<file path="src/design/clws_pkg.sv">
// shared types, request codes and constant tables for the character lcd write sequencer
// no dependencies; imported by clws_div10, char_lcd_write_sequencer and its testbench
package clws_pkg;

  // request codes
  localparam logic [2:0] CMD_INIT    = 3'd0;
  localparam logic [2:0] CMD_CHAR    = 3'd1;
  localparam logic [2:0] CMD_COMMAND = 3'd2;
  localparam logic [2:0] CMD_GOTO    = 3'd3;
  localparam logic [2:0] CMD_NUMBER  = 3'd4;

  // display constants
  localparam logic [7:0] DDRAM_ROW0 = 8'h80;
  localparam logic [7:0] DDRAM_ROW1 = 8'hC0;
  localparam logic [7:0] ASCII_ZERO = 8'h30;
  localparam int unsigned MAX_DIGITS = 5;
  localparam int unsigned INIT_LEN   = 4;

  typedef struct packed {
    logic [2:0]  cmd;
    logic [7:0]  byte_value;
    logic [7:0]  row;
    logic [7:0]  column;
    logic [15:0] value;
  } in_item_t;

  typedef struct packed {
    logic       reg_select;
    logic [7:0] bus_byte;
    logic [4:0] wait_before_ms;
    logic       last_of_run;
  } out_item_t;

  typedef struct packed {
    logic [15:0] quot;
    logic [3:0]  rem;
  } div_res_t;

  // power-up command sequence
  function automatic logic [7:0] init_byte(input logic [1:0] idx);
    logic [7:0] b;
    case (idx)
      2'd0:    b = 8'h38;
      2'd1:    b = 8'h0C;
      2'd2:    b = 8'h01;
      default: b = 8'h06;
    endcase
    return b;
  endfunction

  function automatic logic [4:0] init_wait(input logic [1:0] idx);
    logic [4:0] w;
    case (idx)
      2'd0:    w = 5'd31;
      2'd1:    w = 5'd1;
      2'd2:    w = 5'd1;
      default: w = 5'd2;
    endcase
    return w;
  endfunction

endpackage

</file>
<file path="src/design/char_lcd_write_sequencer.sv">
// top level of the character lcd write sequencer: request decode, digit stack and transfer output
// depends on clws_pkg and clws_div10
//
// usage
//   a request item is taken on a rising edge with start high and busy low. it turns into
//   a run of zero to five bus transfers, each shown on out_item for one cycle with
//   out_valid high; the last transfer of a run carries last_of_run.
//   write char, write command and goto give their transfer in the cycle after the
//   request and leave busy low, so a new request may follow at once.
//   init holds busy while it gives its transfers, one per cycle (waits of
//   31, 1, 1 and 2 ms ride along with the transfers).
//   write number first peels decimal digits off the value, one per cycle through a
//   single divide-by-ten unit, pushing them on a small stack; then it pops
//   them most significant first, one per cycle. busy stays high through both
//   the peeling and the popping.
//   goto outside two rows or sixteen columns, and unknown codes, give nothing.
//   reset (rst_n low, synchronous) returns the sequencer to idle and drops out_valid.
//   the receiver cannot hold transfers off; each is valid for exactly one cycle
module char_lcd_write_sequencer (
  input  logic                 clk,
  input  logic                 rst_n,
  input  logic                 start,
  output logic                 busy,
  input  clws_pkg::in_item_t   in_item,
  output logic                 out_valid,
  output clws_pkg::out_item_t  out_item
);
  import clws_pkg::*;

  // sequencer states
  localparam logic [1:0] ST_IDLE  = 2'd0;
  localparam logic [1:0] ST_INIT  = 2'd1;
  localparam logic [1:0] ST_CONV  = 2'd2;
  localparam logic [1:0] ST_DIGIT = 2'd3;

  logic [1:0]  state_r, state_nxt;
  logic [2:0]  cnt_r, cnt_nxt;       // init index or digit count
  logic [15:0] val_r, val_nxt;       // value still to be split into digits
  logic [3:0]  dig_r   [MAX_DIGITS]; // digit stack, top at entry 0
  logic [3:0]  dig_nxt [MAX_DIGITS];
  logic        out_valid_r, out_valid_nxt;
  out_item_t   out_item_r, out_item_nxt;

  div_res_t    div_res;
  logic        accept;

  clws_div10 u_div10 (
    .val_i (val_r),
    .res_o (div_res)
  );

  assign busy   = (state_r != ST_IDLE);
  assign accept = start && !busy;

  always_comb begin
    state_nxt     = state_r;
    cnt_nxt       = cnt_r;
    val_nxt       = val_r;
    dig_nxt       = dig_r;
    out_valid_nxt = 1'b0;
    out_item_nxt  = out_item_r;

    unique case (state_r)
      ST_IDLE: begin
        if (accept) begin
          case (in_item.cmd)
            CMD_INIT: begin
              state_nxt = ST_INIT;
              cnt_nxt   = 3'd0;
            end
            CMD_CHAR: begin
              out_valid_nxt = 1'b1;
              out_item_nxt  = '{reg_select: 1'b1, bus_byte: in_item.byte_value,
                                wait_before_ms: 5'd0, last_of_run: 1'b1};
            end
            CMD_COMMAND: begin
              out_valid_nxt = 1'b1;
              out_item_nxt  = '{reg_select: 1'b0, bus_byte: in_item.byte_value,
                                wait_before_ms: 5'd0, last_of_run: 1'b1};
            end
            CMD_GOTO: begin
              // only rows 0 and 1, columns 0 to 15
              if (in_item.row[7:1] == 7'd0 && in_item.column[7:4] == 4'd0) begin
                out_valid_nxt = 1'b1;
                out_item_nxt  = '{reg_select: 1'b0,
                                  bus_byte: (in_item.row[0] ? DDRAM_ROW1 : DDRAM_ROW0)
                                            | {4'd0, in_item.column[3:0]},
                                  wait_before_ms: 5'd0, last_of_run: 1'b1};
              end
            end
            CMD_NUMBER: begin
              state_nxt = ST_CONV;
              cnt_nxt   = 3'd0;
              val_nxt   = in_item.value;
            end
            default: begin
              // unknown request, nothing sent
            end
          endcase
        end
      end

      ST_INIT: begin
        out_valid_nxt = 1'b1;
        out_item_nxt  = '{reg_select: 1'b0, bus_byte: init_byte(cnt_r[1:0]),
                          wait_before_ms: init_wait(cnt_r[1:0]),
                          last_of_run: (cnt_r == 3'(INIT_LEN - 1))};
        cnt_nxt = cnt_r + 3'd1;
        if (cnt_r == 3'(INIT_LEN - 1)) begin
          state_nxt = ST_IDLE;
        end
      end

      ST_CONV: begin
        // push least significant digit; zero still yields one digit
        dig_nxt[0] = div_res.rem;
        for (int i = 1; i < MAX_DIGITS; i++) begin
          dig_nxt[i] = dig_r[i-1];
        end
        val_nxt = div_res.quot;
        cnt_nxt = cnt_r + 3'd1;
        if (div_res.quot == 16'd0 || cnt_r == 3'(MAX_DIGITS - 1)) begin
          state_nxt = ST_DIGIT;
        end
      end

      ST_DIGIT: begin
        // pop most significant digit
        out_valid_nxt = 1'b1;
        out_item_nxt  = '{reg_select: 1'b1, bus_byte: ASCII_ZERO | {4'd0, dig_r[0]},
                          wait_before_ms: 5'd0, last_of_run: (cnt_r == 3'd1)};
        for (int i = 0; i < MAX_DIGITS - 1; i++) begin
          dig_nxt[i] = dig_r[i+1];
        end
        dig_nxt[MAX_DIGITS-1] = 4'd0;
        cnt_nxt = cnt_r - 3'd1;
        if (cnt_r == 3'd1) begin
          state_nxt = ST_IDLE;
        end
      end

      default: begin
        state_nxt = ST_IDLE;
      end
    endcase
  end

  always_ff @(posedge clk) begin
    if (!rst_n) begin
      state_r     <= ST_IDLE;
      cnt_r       <= 3'd0;
      out_valid_r <= 1'b0;
    end else begin
      state_r     <= state_nxt;
      cnt_r       <= cnt_nxt;
      out_valid_r <= out_valid_nxt;
    end
  end

  // payload, no reset needed
  always_ff @(posedge clk) begin
    val_r      <= val_nxt;
    dig_r      <= dig_nxt;
    out_item_r <= out_item_nxt;
  end

  assign out_valid = out_valid_r;
  assign out_item  = out_item_r;

endmodule

</file>
<file path="src/design/clws_div10.sv">
// combinational divide-by-ten step: quotient and remainder of a 16-bit value
// depends on clws_pkg
module clws_div10 (
  input  logic [15:0]       val_i,
  output clws_pkg::div_res_t res_o
);
  import clws_pkg::*;

  logic [31:0] prod;
  logic [15:0] quot;
  logic [15:0] q_times_10;
  logic [15:0] rem_full;

  // reciprocal multiply, exact for every 16-bit value
  assign prod       = {16'd0, val_i} * 32'h0000_CCCD;
  assign quot       = {3'b000, prod[31:19]};
  assign q_times_10 = {quot[12:0], 3'b000} + {quot[14:0], 1'b0};
  assign rem_full   = val_i - q_times_10;

  assign res_o.quot = quot;
  assign res_o.rem  = rem_full[3:0];

endmodule

</file>
<file path="config.mk">
export PLATFORM = sky130hd
export DESIGN_NAME = char_lcd_write_sequencer
export DESIGN_NICKNAME = d
export VERILOG_FILES = /design/src/design/clws_pkg.sv /design/src/design/char_lcd_write_sequencer.sv /design/src/design/clws_div10.sv
export SDC_FILE = /design/constraint.sdc
export NUM_CORES = 1
export LEC_CHECK = 0
export ABC_AREA = 1
export ABC_CLOCK_PERIOD_IN_PS = 16700
export BUFFER_PORTS_ARGS = -buffer_cell sky130_fd_sc_hd__buf_2
export CAP_MARGIN = 30
export CORE_AREA = 2 2 132 134
export CTS_CLUSTER_DIAMETER = 150
export DETAILED_ROUTE_END_ITERATION = 8
export DIE_AREA = 0 0 134 136
export PLACE_DENSITY = 0.72
export SLEW_MARGIN = 20
export SYNTH_ARGS = -nofsm -noshare
export SYNTH_HDL_FRONTEND = slang
export SYNTH_SLANG_ARGS = --single-unit
</file>
<file path="constraint.sdc">
create_clock -name clk -period 16.7 [get_ports clk]
set_input_delay 1.67 -clock clk [delete_from_list [all_inputs] [get_ports clk]]
set_output_delay 1.67 -clock clk [all_outputs]
set_load 0.05 [all_outputs]
</file>
### After elaboration in Yosys (flattened, before gate mapping)

Cells that the tools add are included.

* $add $sub $neg: 4
* $mul: 1
* equal/unequal tests: 21
* multiplexer cells: 24
* bitwise operators: 1
* reductions and logical operators: 23

Operators by type and width (count)
* $pmux W15 S3: 2
* $pmux W20 S2: 1
* $mul A16 B16 Y32 const B: 1
* $mux W16: 2
* $pmux W16 S2: 1
* $mux W15: 2
* $pmux W6 S3: 1
* $logic_not A16 Y1: 1
* $ne A2 B2 Y1 const B: 5
* $pmux W5 S2: 1
* $reduce_or A2 Y1: 5
* $eq A3 B2 Y1 const B: 3
* $pmux W3 S3: 1
* $mux W2: 4
* $or A8 B4 Y8: 1
* $pmux W2 S4: 1
* $logic_not A7 Y1: 1
* $mux W7: 1
* $eq A2 B2 Y1 const B: 3
* $eq A3 B1 Y1 const B: 2
* $eq A3 B3 Y1 const B: 2
* $mux W3: 2
* $reduce_bool A2 Y1: 3
* $reduce_and A5 Y1: 1
* 22 further kinds: 27

* register bits: 57
* bits of input ports: 46
* output and inout port bits: 17
* word-level logic and storage cells: 87

### Depth between registers and ports, before layout

* depth in word-level cells: 6
* gate-level depth with buffers: 32
* gate-level depth less buffers: 32

### Cells and area by module

From an unflattened synthesis, not the netlist that was laid out.

* cell total of the unflattened synthesis: 946
* area, all modules: 7952.6 µm²

By module, submodules not included
* clws_div10: instances 1, cells an instance 647, area each 5243.8 µm², seq. area each 0.0 µm²
* char_lcd_write_sequencer: instances 1, cells an instance 299, area each 2708.8 µm², seq. area each 1591.5 µm²

### Worst setup path after synthesis

Ideal clock, no wire load.

* path type: register to register
* start: register val_r[3]
* end: register dig_r[19] in the netlist's numbering, data pin
* library setup time: 0.255 ns
* data arrival time: 5.399 ns
* required time: 16.445 ns
* path slack: 11.046 ns
* cell stages (with the launch flop): 29
* path buffers: 0
* clock period less this slack: 5.654 ns
* path through: edfxtp_1 > ha_1 > inv_1 > fa_1 > inv_1 > fa_1 > fa_1 > fa_1 > inv_1 > fa_1 > inv_1 > ha_1 > nand2_1 > nor2_1 > inv_1 > nor3_1 > nand2_1 > nand2_1 > nand2_1 > nand2_1 > inv_1 > ha_1 > xor2_1 > xor2_1 > nor2_1 > nor2_1 > nand2_1 > o21ai_0 > inv_1

RTL lines
* from (decl): line char_lcd_write_sequencer.sv:38 `logic [15:0] val_r, val_nxt;`
* from (signal assigned): line char_lcd_write_sequencer.sv:162 `val_r <= val_nxt;`
* to (signal assigned): line char_lcd_write_sequencer.sv:163 `dig_r <= dig_nxt;`
* to (decl): line char_lcd_write_sequencer.sv:39 `logic [3:0] dig_r [MAX_DIGITS];`

==> run summary <==
syn_area_per_cell -> 8.01 µm²
vias in the first global route -> 6556
first-pass GRT wire length -> 32.6 mm
Tcrit/Tclk final -> 0.371
min-delay src -> cnt_r[2]
clk sinks -> 55
Critical Path RT -> 16.75 ns
CTS Hold Bufs -> 0
CP startpoint kind -> flip-flop
synth unique cells -> 35
Most common cell on crit path -> inv_1
DRT iter0 DRCs -> 328
Clock Pin Slew Worst Setup and Hold Paths -> 0.08 ns
setup TNS -> 0 ns
CTS buffer count -> 5
Seq cells post-synth -> 55
CTS resizes -> 0
post-synthesis instance area -> 8260 µm²
most frequent cells in the layout -> 267 x inv_1, 220 x nand2_1, 145 x ha_1
detailed placement HPWL -> 17.3 mm
Yosys warnings -> 0
Initial Util -> 0.490
fin nets -> 1365
Final Wtd Congestion -> 0.953
diodes inserted -> 0
commonest non-fill, non-tap cell in the layout -> inv_1
Rel. slew slack -> 0.469
final cell count without fillers -> 1321
Clock Skews -> 0.00588 ns
Routed Antenna Nets -> 0
Worst Tran Pin Value -> 0.795 ns
multi-input logic area -> 5590 µm²
I/O pins -> 63
GR Util All Layers -> 0.230
routed len/inst -> 15.1 µm
Min-Delay Path Class -> flip-flop to flip-flop
pin count of the biggest net entering global routing -> 31
H-tree depth -> 2
FF-to-FF Start -> val_r[3]
Final Max Slew Viols -> 0
TritonCTS clock tree -> built
RSZ-0062 raised after global routing -> no
sequential area share after synthesis -> 0.193
die width -> 134 µm
final number of hold-violating endpoints -> 0
Arr. time, crit path -> 6.24 ns
fillcell total -> 1597
DR vias/cell -> 4.92
Clock Path Buffers -> 2
Highest Clock Rate -> 0.161 GHz
number of port buffers -> 62
grt ovf -> 0
Area after DPL -> 8830 µm²
final instance area -> 9030 µm²
FF+latch area -> 1590 µm²
Clk Latency, worst-skew pair -> 0.30 ns
reg2reg setup slack -> 10.51 ns
Syn Inst Count -> 1031
Tmin final -> 6.19 ns
synthesis-to-layout area growth -> 9.28%
vias after detailed routing -> 6499
# placed instances -> 1311
antenna violations before repair -> 0
max cap viols -> 0
root buffer cell -> clkbuf_16
Cell Rows -> 48
run status -> finished clean
WL final -> 20.0 mm
Critical Path Source -> val_r[3]
drt drc -> 0
total setup buffers inserted after CTS -> 0
CORE AREA -> 16900 µm²
share of layout cells above drive strength 1 -> 0.109
Crit Path Category -> flip-flop to flip-flop
CP Capture Type -> flip-flop
Die Area -> 18200 µm²
CP max-delay cell -> fa_1
Critical Path Fanout Max -> 6
syn_nets -> 1301
Die Y -> 136 µm
first-pass iteration count of the detailed router -> 5
max incr delay on CP -> 0.58 ns
final setup violating endpoints -> 0
[final cells by class]
type	instances	share of cell area
flip-flops and latches	55	0.176
inverters	278	0.116
multi-input cells	689	0.619
clock buffers	6	0.0143
clock inverters	2	0.00430
repair buffers	66	0.0398
well taps	225	0.0312
[path summary, 6_finish.rpt]
path | endpoint | cells after the start
min | cnt_r[2] | 2
max reg2reg | dig_r[19] | 28
min reg2reg | cnt_r[2] | 2
max | dig_r[19] | 28
[stage by stage]
stage	utilization	hold WS [ns]	worst slack (ns)
CTS	0.533	0.491	10.51
detailed placement	0.523	0.479	10.62
global placement	0.523	0.481	10.65
finish	0.535	0.487	10.51
global route	0.535	0.522	10.01
floorplan	-	0.458	11.05
[metal layers]
metal,part of all wire,global-route usage,up-vias
li1,-,-,3303
met1,0.47,0.323,3020
met2,0.46,0.386,157
met3,0.048,0.0272,19
met4,0.017,0.0443,0
met5,0,0,-
[synth_stat cells]
| master | instances | area [µm²] |
|---|---|---|
| o21ai_1 | 1 | 5.00 |
| a31oi_1 | 10 | 62.6 |
| o21bai_1 | 4 | 30.0 |
| nor2_4 | 3 | 33.8 |
| o221ai_1 | 3 | 26.3 |
| inv_2 | 8 | 30.0 |
| nor3_1 | 6 | 30.0 |
| nand4_1 | 5 | 31.3 |
| nand2_1 | 220 | 826 |
| nor3_2 | 7 | 70.1 |
| fa_1 | 79 | 1580 |
| ha_1 | 145 | 1810 |
| nor2_1 | 67 | 251 |
| clkinv_1 | 3 | 11.3 |
| xor2_1 | 10 | 87.6 |
| a21oi_1 | 26 | 130 |
| a21oi_2 | 2 | 17.5 |
| nand3b_1 | 1 | 7.51 |
| nor2_2 | 11 | 68.8 |
| o21ai_0 | 33 | 165 |
| nor3b_2 | 1 | 12.5 |
| nor4_1 | 2 | 12.5 |
| buf_4 | 2 | 15.0 |
| xnor2_1 | 3 | 26.3 |
| nand3_2 | 2 | 20.0 |
| edfxtp_1 | 49 | 1470 |
| nand2_2 | 12 | 75.1 |
| nand3_1 | 31 | 155 |
| nor3_4 | 1 | 16.3 |
| buf_1 | 1 | 3.75 |
| a21o_1 | 1 | 7.51 |
| dfxtp_1 | 6 | 120 |
| clkbuf_1 | 6 | 22.5 |
| o211ai_1 | 3 | 22.5 |
| inv_1 | 267 | 1000 |
[critical path: cells and delay by family (launching register included)]
kind / cells / cell delay [ns]
XOR/XNOR: 2 / 0.37
AND/OR/NAND/NOR: 10 / 0.93
AO/OA/AOI/OAI: 1 / 0.07
buffers and inverters: 7 / 0.45
adder cells (fa/ha/maj): 8 / 3.59
flip-flops: 1 / 0.53
[sequential cells by signal (all words and copies together) (netlist names)]
register and flops:
out_valid 1, cnt_r 3, out_item 13, dig_r 20
state_r 2, val_r 16
[cell families (layout without fill, tap and decap cells)]
kind of cell,count (synthesis),after routing,share of synthesized area
and+or+nand+nor,369,369,0.195
AOI/OAI and AO/OA,83,83,0.0565
DFF,55,55,0.193
adders and majority gates,224,224,0.411
buffers and inverters,287,352,0.131
xor gates and xnor gates,13,13,0.0138
Power is not shown: default switching activity piles up to over one toggle a cycle in this logic, so the estimate is an artifact.
